File: src/hw/rtl/csb_pkg.sv
`default_nettype none

package csb_pkg;

  localparam int NUM_SEMS  = 8;
  localparam int NUM_TASKS = 16;

  localparam int SEM_W   = (NUM_SEMS > 1) ? $clog2(NUM_SEMS) : 1;
  localparam int POS_W   = $clog2(NUM_TASKS);
  localparam int LEN_W   = $clog2(NUM_TASKS + 1);
  localparam int WADDR_W = $clog2(NUM_SEMS * NUM_TASKS);
  localparam int COUNT_W = 15;
  localparam int TASK_W  = 4;

  localparam logic [COUNT_W-1:0] COUNT_MAX = {COUNT_W{1'b1}};

  typedef enum logic [1:0] {
    REQ_INIT    = 2'd0,
    REQ_WAIT    = 2'd1,
    REQ_POST    = 2'd2,
    REQ_DESTROY = 2'd3
  } csb_req_e;

  typedef enum logic [2:0] {
    ST_OK     = 3'd0,
    ST_INVAL  = 3'd1,
    ST_NOINIT = 3'd2,
    ST_NOSLOT = 3'd3,
    ST_FULL   = 3'd4
  } csb_status_e;

  typedef enum logic [1:0] {
    FSM_IDLE,
    FSM_EXEC,
    FSM_POP,
    FSM_DRAIN
  } csb_fsm_e;

  typedef struct packed {
    logic [1:0]         req_type;
    logic [3:0]         sem_index;
    logic signed [15:0] initial_count;
    logic [3:0]         caller_task;
  } csb_req_t;

  typedef struct packed {
    logic [2:0] status;
    logic [2:0] sem_handle;
    logic       caller_blocked;
    logic       woken_valid;
    logic [3:0] woken_task;
    logic       last;
  } csb_res_t;

  typedef struct packed {
    logic [COUNT_W-1:0] count;
    logic [POS_W-1:0]   head;
    logic [POS_W-1:0]   tail;
    logic [LEN_W-1:0]   len;
  } csb_slot_t;

  localparam int SLOT_W = $bits(csb_slot_t);

  function automatic logic [POS_W-1:0] next_pos(input logic [POS_W-1:0] pos);
    logic [POS_W-1:0] res;
    if (pos == POS_W'(NUM_TASKS - 1)) begin
      res = '0;
    end else begin
      res = pos + POS_W'(1);
    end
    return res;
  endfunction

  function automatic logic [WADDR_W-1:0] waiter_addr(input logic [SEM_W-1:0] sem,
                                                     input logic [POS_W-1:0] pos);
    logic [WADDR_W-1:0] base;
    base = WADDR_W'(WADDR_W'(sem) * WADDR_W'(NUM_TASKS));
    return WADDR_W'(base + WADDR_W'(pos));
  endfunction

endpackage

`default_nettype wire

File: src/hw/rtl/counting_semaphore_bank_core.sv
// Channel   Ports                         Handshake
// request   start, busy, req_i            beat taken when start is high and busy is low
// result    result_valid_o, result_o      one beat per cycle while result_valid_o is high
//
// A request reads its slot from the slot memory on the accept edge and is decided in
// the next cycle, in the FSM_EXEC state.
// A post that wakes a task adds the FSM_POP state for the wait queue memory read.
// A destroy with n waiters gives n results, one per waiter, in the FSM_DRAIN state after the decide state.
// After reset every slot is free and the block is ready at once.
// The receiver cannot stall; each result is shown for exactly one cycle.

`default_nettype none

module counting_semaphore_bank_core (
  input  wire logic              clk_i,
  input  wire logic              rst_ni,
  input  wire logic              start,
  output logic                   busy,
  input  wire csb_pkg::csb_req_t req_i,
  output logic                   result_valid_o,
  output csb_pkg::csb_res_t      result_o
);

  csb_pkg::csb_fsm_e state_q, state_d;
  csb_pkg::csb_req_t req_q;
  csb_pkg::csb_slot_t work_q, work_d;
  csb_pkg::csb_res_t res_q, res_d;
  logic res_valid_q, res_valid_d;
  logic [csb_pkg::NUM_SEMS-1:0] in_use_q, in_use_d;

  logic accept;
  logic [csb_pkg::SEM_W-1:0] sem;
  logic idx_bad, task_bad, slot_live, has_waiters;
  logic free_found;
  logic [csb_pkg::SEM_W-1:0] free_idx;

  logic slot_we;
  logic [csb_pkg::SEM_W-1:0] slot_waddr;
  csb_pkg::csb_slot_t slot_wdata, slot_rdata;
  logic [csb_pkg::SLOT_W-1:0] slot_rbits;

  logic wq_we, wq_re;
  logic [csb_pkg::WADDR_W-1:0] wq_waddr, wq_raddr;
  logic [csb_pkg::TASK_W-1:0] wq_rdata;

  assign busy   = (state_q != csb_pkg::FSM_IDLE);
  assign accept = start && !busy;

  csb_ram #(
    .WIDTH(csb_pkg::SLOT_W),
    .DEPTH(csb_pkg::NUM_SEMS)
  ) u_slot_ram (
    .clk_i  (clk_i),
    .we_i   (slot_we),
    .waddr_i(slot_waddr),
    .wdata_i(slot_wdata),
    .re_i   (accept),
    .raddr_i(req_i.sem_index[csb_pkg::SEM_W-1:0]),
    .rdata_o(slot_rbits)
  );

  assign slot_rdata = csb_pkg::csb_slot_t'(slot_rbits);

  csb_ram #(
    .WIDTH(csb_pkg::TASK_W),
    .DEPTH(csb_pkg::NUM_SEMS * csb_pkg::NUM_TASKS)
  ) u_waiter_ram (
    .clk_i  (clk_i),
    .we_i   (wq_we),
    .waddr_i(wq_waddr),
    .wdata_i(req_q.caller_task),
    .re_i   (wq_re),
    .raddr_i(wq_raddr),
    .rdata_o(wq_rdata)
  );

  always_comb begin
    sem         = req_q.sem_index[csb_pkg::SEM_W-1:0];
    idx_bad     = ({1'b0, req_q.sem_index} >= 5'(csb_pkg::NUM_SEMS));
    task_bad    = ({1'b0, req_q.caller_task} >= 5'(csb_pkg::NUM_TASKS));
    slot_live   = !idx_bad && in_use_q[sem];
    has_waiters = (slot_rdata.len != '0);
    free_found  = 1'b0;
    free_idx    = '0;
    for (int i = csb_pkg::NUM_SEMS - 1; i >= 0; i--) begin
      if (!in_use_q[i]) begin
        free_found = 1'b1;
        free_idx   = csb_pkg::SEM_W'(i);
      end
    end
  end

  always_comb begin
    state_d = state_q;
    case (state_q)
      csb_pkg::FSM_IDLE: begin
        if (accept) begin
          state_d = csb_pkg::FSM_EXEC;
        end
      end
      csb_pkg::FSM_EXEC: begin
        state_d = csb_pkg::FSM_IDLE;
        if (slot_live && has_waiters) begin
          if (req_q.req_type == csb_pkg::REQ_POST) begin
            state_d = csb_pkg::FSM_POP;
          end else if (req_q.req_type == csb_pkg::REQ_DESTROY) begin
            state_d = csb_pkg::FSM_DRAIN;
          end
        end
      end
      csb_pkg::FSM_POP: begin
        state_d = csb_pkg::FSM_IDLE;
      end
      csb_pkg::FSM_DRAIN: begin
        if (work_q.len == '0) begin
          state_d = csb_pkg::FSM_IDLE;
        end
      end
      default: begin
        state_d = csb_pkg::FSM_IDLE;
      end
    endcase
  end

  always_comb begin
    slot_we     = 1'b0;
    slot_waddr  = sem;
    slot_wdata  = slot_rdata;
    wq_we       = 1'b0;
    wq_waddr    = csb_pkg::waiter_addr(sem, slot_rdata.tail);
    wq_re       = 1'b0;
    wq_raddr    = csb_pkg::waiter_addr(sem, slot_rdata.head);
    in_use_d    = in_use_q;
    work_d      = work_q;
    res_valid_d = 1'b0;
    res_d       = '0;
    res_d.last  = 1'b1;
    case (state_q)
      csb_pkg::FSM_EXEC: begin
        res_valid_d = 1'b1;
        if (req_q.req_type == csb_pkg::REQ_INIT) begin
          if (req_q.initial_count[15]) begin
            res_d.status = csb_pkg::ST_INVAL;
          end else if (!free_found) begin
            res_d.status = csb_pkg::ST_NOSLOT;
          end else begin
            slot_we            = 1'b1;
            slot_waddr         = free_idx;
            slot_wdata         = '0;
            slot_wdata.count   = req_q.initial_count[csb_pkg::COUNT_W-1:0];
            in_use_d[free_idx] = 1'b1;
            res_d.status       = csb_pkg::ST_OK;
            res_d.sem_handle   = 3'(free_idx);
          end
        end else if (idx_bad) begin
          res_d.status = csb_pkg::ST_INVAL;
        end else if (!slot_live) begin
          res_d.status = csb_pkg::ST_NOINIT;
        end else begin
          case (req_q.req_type)
            csb_pkg::REQ_WAIT: begin
              if (task_bad) begin
                res_d.status = csb_pkg::ST_INVAL;
              end else if (slot_rdata.count != '0) begin
                slot_we          = 1'b1;
                slot_wdata.count = slot_rdata.count - csb_pkg::COUNT_W'(1);
              end else if (slot_rdata.len >= csb_pkg::LEN_W'(csb_pkg::NUM_TASKS)) begin
                res_d.status = csb_pkg::ST_FULL;
              end else begin
                wq_we                = 1'b1;
                slot_we              = 1'b1;
                slot_wdata.tail      = csb_pkg::next_pos(slot_rdata.tail);
                slot_wdata.len       = slot_rdata.len + csb_pkg::LEN_W'(1);
                res_d.caller_blocked = 1'b1;
              end
            end
            csb_pkg::REQ_POST: begin
              if (has_waiters) begin
                res_valid_d = 1'b0;
                wq_re       = 1'b1;
                work_d      = slot_rdata;
                work_d.head = csb_pkg::next_pos(slot_rdata.head);
                work_d.len  = slot_rdata.len - csb_pkg::LEN_W'(1);
              end else if (slot_rdata.count != csb_pkg::COUNT_MAX) begin
                slot_we          = 1'b1;
                slot_wdata.count = slot_rdata.count + csb_pkg::COUNT_W'(1);
              end
            end
            csb_pkg::REQ_DESTROY: begin
              if (has_waiters) begin
                res_valid_d = 1'b0;
                wq_re       = 1'b1;
                work_d      = slot_rdata;
                work_d.head = csb_pkg::next_pos(slot_rdata.head);
                work_d.len  = slot_rdata.len - csb_pkg::LEN_W'(1);
              end else begin
                in_use_d[sem] = 1'b0;
              end
            end
            default: begin
              res_d.status = csb_pkg::ST_INVAL;
            end
          endcase
        end
      end
      csb_pkg::FSM_POP: begin
        res_valid_d       = 1'b1;
        res_d.woken_valid = 1'b1;
        res_d.woken_task  = wq_rdata;
        slot_we           = 1'b1;
        slot_wdata        = work_q;
      end
      csb_pkg::FSM_DRAIN: begin
        res_valid_d       = 1'b1;
        res_d.woken_valid = 1'b1;
        res_d.woken_task  = wq_rdata;
        res_d.last        = (work_q.len == '0);
        if (work_q.len != '0) begin
          wq_re       = 1'b1;
          wq_raddr    = csb_pkg::waiter_addr(sem, work_q.head);
          work_d.head = csb_pkg::next_pos(work_q.head);
          work_d.len  = work_q.len - csb_pkg::LEN_W'(1);
        end else begin
          in_use_d[sem] = 1'b0;
        end
      end
      default: begin
        res_d.last = 1'b0;
      end
    endcase
  end

  always_ff @(posedge clk_i or negedge rst_ni) begin
    if (!rst_ni) begin
      state_q     <= csb_pkg::FSM_IDLE;
      in_use_q    <= '0;
      res_valid_q <= 1'b0;
    end else begin
      state_q     <= state_d;
      in_use_q    <= in_use_d;
      res_valid_q <= res_valid_d;
    end
  end

  always_ff @(posedge clk_i) begin
    if (accept) begin
      req_q <= req_i;
    end
    work_q <= work_d;
    res_q  <= res_d;
  end

  assign result_valid_o = res_valid_q;
  assign result_o       = res_q;

  a_accept_busy: assert property (@(posedge clk_i) disable iff (!rst_ni)
    accept |=> busy)
    else $error("Accepted request did not raise busy.");

  a_result_after_work: assert property (@(posedge clk_i) disable iff (!rst_ni)
    result_valid_o |-> $past(state_q != csb_pkg::FSM_IDLE))
    else $error("Result appeared without a request in progress.");

  a_last_ends_request: assert property (@(posedge clk_i) disable iff (!rst_ni)
    (result_valid_o && result_o.last) |-> (state_q == csb_pkg::FSM_IDLE))
    else $error("Final result beat while the request is still running.");

  a_woken_not_blocked: assert property (@(posedge clk_i) disable iff (!rst_ni)
    result_valid_o |-> !(result_o.woken_valid && result_o.caller_blocked))
    else $error("Result both wakes a task and blocks the caller.");

endmodule

`default_nettype wire

File: src/hw/rtl/csb_ram.sv
`default_nettype none

module csb_ram #(
  parameter int WIDTH = 8,
  parameter int DEPTH = 16
) (
  input  wire logic                                   clk_i,
  input  wire logic                                   we_i,
  input  wire logic [((DEPTH > 1) ? $clog2(DEPTH) : 1)-1:0] waddr_i,
  input  wire logic [WIDTH-1:0]                       wdata_i,
  input  wire logic                                   re_i,
  input  wire logic [((DEPTH > 1) ? $clog2(DEPTH) : 1)-1:0] raddr_i,
  output logic      [WIDTH-1:0]                       rdata_o
);

  logic [WIDTH-1:0] mem_q [DEPTH];
  logic [WIDTH-1:0] rdata_q;

  always_ff @(posedge clk_i) begin
    if (we_i) begin
      mem_q[waddr_i] <= wdata_i;
    end
    if (re_i) begin
      rdata_q <= mem_q[raddr_i];
    end
  end

  assign rdata_o = rdata_q;

endmodule

`default_nettype wire
File: config.mk
export PLATFORM = sky130hd
export DESIGN_NAME = counting_semaphore_bank_core
export DESIGN_NICKNAME = d
export VERILOG_FILES = /design/src/hw/rtl/csb_pkg.sv /design/src/hw/rtl/counting_semaphore_bank_core.sv /design/src/hw/rtl/csb_ram.sv
export SDC_FILE = /design/constraint.sdc
export NUM_CORES = 1
export LEC_CHECK = 0
export BUFFER_PORTS_ARGS = -buffer_cell sky130_fd_sc_hd__buf_2
export CAP_MARGIN = 5
export CORE_ASPECT_RATIO = 2
export CORE_MARGIN = 5
export CORE_UTILIZATION = 64
export CTS_CLUSTER_SIZE = 14
export DETAILED_ROUTE_END_ITERATION = 7
export PLACE_DENSITY_LB_ADDON = 0.15
export SLEW_MARGIN = 15
export SYNTH_ARGS = -nofsm -noshare
export SYNTH_HDL_FRONTEND = slang
export SYNTH_SLANG_ARGS = --single-unit
File: constraint.sdc
create_clock -name clk_i -period 7.1 [get_ports clk_i]
set_input_delay 0.355 -clock clk_i [delete_from_list [all_inputs] [get_ports clk_i]]
set_output_delay 0.355 -clock clk_i [all_outputs]
set_load 0.1 [all_outputs]
==> out/qor.csv <==
metric;value;unit
TritonRoute pass-1 iters;8;
cell family with most CP delay;compound AO/OA/AOI/OAI gates;
total CTS buffers;73;
Data arrival, critical path;5260;ps
Critical Path Max Stage Delay;1050;ps
DIE AREA;0.05990;mm²
PD cells;315.0;mW/mm²
Synth Area in Adders;0.006774;
RSZ-0062 raised after global routing;no;
Crit. End Element;flip-flop;
number of flops mapped to enable cells by yosys;822;
Min-Delay Path Class;in -> async;
commonest non-fill, non-tap cell in the layout;edfxtp_1;
Syn Std Cell Area;0.03509;mm²
vias in the first global route;22820;
Num Clock Sinks;846;
max-cap viol count;0;
Post-Layout Cell Count;3311;
routed length per placed instance;28.11;µm
DP Cell Count;3175;
synth warn;0;
simple-gate portion of the synthesized area;0.1385;
via/cell ratio;6.762;
largest net degree at the start of global routing;193;
clk_skew;25.57;ps
Core Util, Final;0.7057;
Reg2Reg Setup Slack;2200;ps
pre-CTS setup slack;2334;ps
layout cells sized above 1;0.1112;
Tmin final;4902;ps
IO Count;44;
WP data required;7460;ps
reg2reg end;u_waiter_ram.rdata_o[1];
worst vdd ir;0.2550;mV
TNS Setup;0;ps
worst-margin pin slew;1276;ps
Max-slew headroom;0.1476;
commonest cells after routing, fill and taps aside;edfxtp_1 (822), nand2_1 (520), nand3_1 (184), nor2_1 (166), clkbuf_16 (76);
HPWL Detailed;59910;µm
Area Overhead vs Synth;9.291;%
final period utilization;0.6905;
worst-case reg-to-reg path depth;11;
gpl congestion;1.048;
largest family of logic cells by synthesized area;simple AND/OR/NAND/NOR gates;
Async S/R FF share, synth;0.01300;
syn_nets;2614;
cell row count;121;
P_leak;12.47;nW
critical path launch point type;flip-flop;
worst skew pair latency;640;ps
Area contributors post-synth;edfxtp_1 (70%), nand2_1 (5.6%), mux4_2 (3.6%);
final hold vios;0;
# H-tree levels;3;
Worst Path Class, Setup;reg -> reg;
multiplexer share of the synthesized area;0.04892;
slowest cell on the critical path;a21boi_1;
Root Driver;clkbuf_16;
post-synthesis sequential area ratio;0.7187;
Yosys cell types;83;
Longest Clk Path Bufs;3;
Syn Inst Count;2566;
Die Y;341.2;µm
Core Box Area;0.05435;mm²
critical path peak fanout;192;
Cell Chain, Critical Path;inv_1 > ha_1 > or4b_1 > a21boi_1 > nor2_4 > buf_12 > mux2i_1 > a32oi_1 > a31oi_1 > nand4_1 > or4_1;
TritonCTS clock tree;built;
GRT Util Overall;0.3122;
hold_ws;198.2;ps
biggest area consumer among synthesized cells;edfxtp_1;
die outline width;175.6;µm
drt drc;0;
Final ANT Viol Nets;0;
Antenna diodes;0;
Final Max Tran Viols;0;
top-area cell type share of the netlist area;0.7034;
setup ws final;2198;ps
Post-CTS Resized;0;
initial antenna violation count;0;
xor and xnor area share after synthesis;0.003245;
Initial Utilization;0.6457;
first-pass GRT wire length;139400;µm
post-route cell area;0.03835;mm²
Reg2Reg Launch Point;work_q[0];
Yosys reg bits;846;
Post-Route WL;93090;µm
ys flop type;edfxtp_1;
via count;22390;
Post-layout nets;2647;
post-synthesis average cell area;13.68;µm²
post-synthesis compound-gate area fraction;0.06182;
final setup fails;0;
outcome;complete, no violations;
clock slew at reported path FFs;70;ps
input/output buffers;43;
fmax;0.2040;GHz
Area after DPL;0.03596;mm²
number of DRC markers in iteration 0;2891;
Remaining Overflow, GRT;0;
worst path buffer plus inverter count;2;
total power;12.08;mW
==> worst max path at each step <==
stage,start,endpoint,slack [ps],depth (start not counted)
6_report,work_q[0],u_waiter_ram.rdata_o[1],2200,11
3_3_place_gp,work_q[0],u_waiter_ram.rdata_o[3],2420,11
4_1_cts,work_q[0],u_waiter_ram.rdata_o[3],2320,11
3_5_place_dp,work_q[0],u_waiter_ram.rdata_o[3],2330,11
2_1_floorplan,req_q[24],u_slot_ram.mem_q[4][0],2340,12
5_1_grt,work_q[0],u_waiter_ram.rdata_o[3],2090,11
==> worst register-to-register path, delay by kind of cell (launching register included) <==
| family | cells | cell delay, ps |
|---|---|---|
| buf+inv | 2 | 430 |
| compound gates | 3 | 1400 |
| mux | 1 | 840 |
| fa+ha+maj | 1 | 230 |
| simple gates | 4 | 1310 |
| flops | 1 | 440 |
==> Yosys cell counts, types with 6 or more instances <==
library cell  number
mux2i_1           14
nor2b_1            9
nand3_1          184
nand2_1          520
a21oi_1           39
ha_1              19
dfrtp_1           11
nor2_1           170
o211ai_1           6
and2_1             8
and3_1            25
o41ai_1            7
mux2_2            28
o22ai_1            6
dfxtp_1           13
nand2b_1          12
a22oi_1           13
a32oi_1           11
o21ai_0           70
a31oi_1           66
inv_1             31
mux4_2            56
nor3_1            27
o221ai_1          13
or4_1              9
nor4_1            15
a211oi_1          21
xnor2_1            9
buf_2             31
buf_1             27
or3_1             11
nand4_1           70
edfxtp_1         822
a31o_2             9
clkbuf_1          94
==> sequential cells by signal, indices dropped and copies added, names as in the netlist <==
register,count
u_slot_ram.mem_q,224
u_waiter_ram.mem_q,512
req_q,26
u_waiter_ram.rdata_o,4
result_valid_o,1
state_q,2
in_use_q,8
work_q,28
u_slot_ram.rdata_o,28
result_o,13
==> cells by family (layout without fill, tap and decap cells) <==
| family | after synthesis | in the layout |
|---|---|---|
| compound gates | 322 | 322 |
| xor+xnor | 13 | 13 |
| fa+ha+maj | 19 | 19 |
| buf+inv | 188 | 257 |
| flops | 846 | 846 |
| mux | 98 | 98 |
| simple gates | 1080 | 1080 |
==> layout make-up <==
class / instances / area [µm²]
inverters: 32 / 120.1
repair buffers: 114 / 845.8
flip-flops and latches: 846 / 25220
multi-input cells: 1532 / 9198
well taps: 676 / 845.8
clock inverters: 15 / 147.6
clock buffers: 96 / 1977
fillers: 3654 / 16000
==> report_power, final <==
part | total (mW) | internal [mW] | switching [mW]
sequential | 6.17 | 6.00 | 0.178
clock | 3.71 | 1.99 | 1.72
combinational | 2.19 | 0.537 | 1.66
total | 12.1 | 8.53 | 3.55
==> repair_timing <==
action                                  4_1_cts  5_1_grt
endpoints found under the hold margin        34        0
hold buffers                                 24        0
endpoints found under the setup margin        0        0
setup buffers                                 0        0
==> routing by layer <==
layer	routed length, µm	global-route usage
met1	29930	0.3464
met2	49330	0.5531
met3	6048	0.04422
met4	7775	0.2106
met5	0	0
Power figures use the tool's default switching activity.
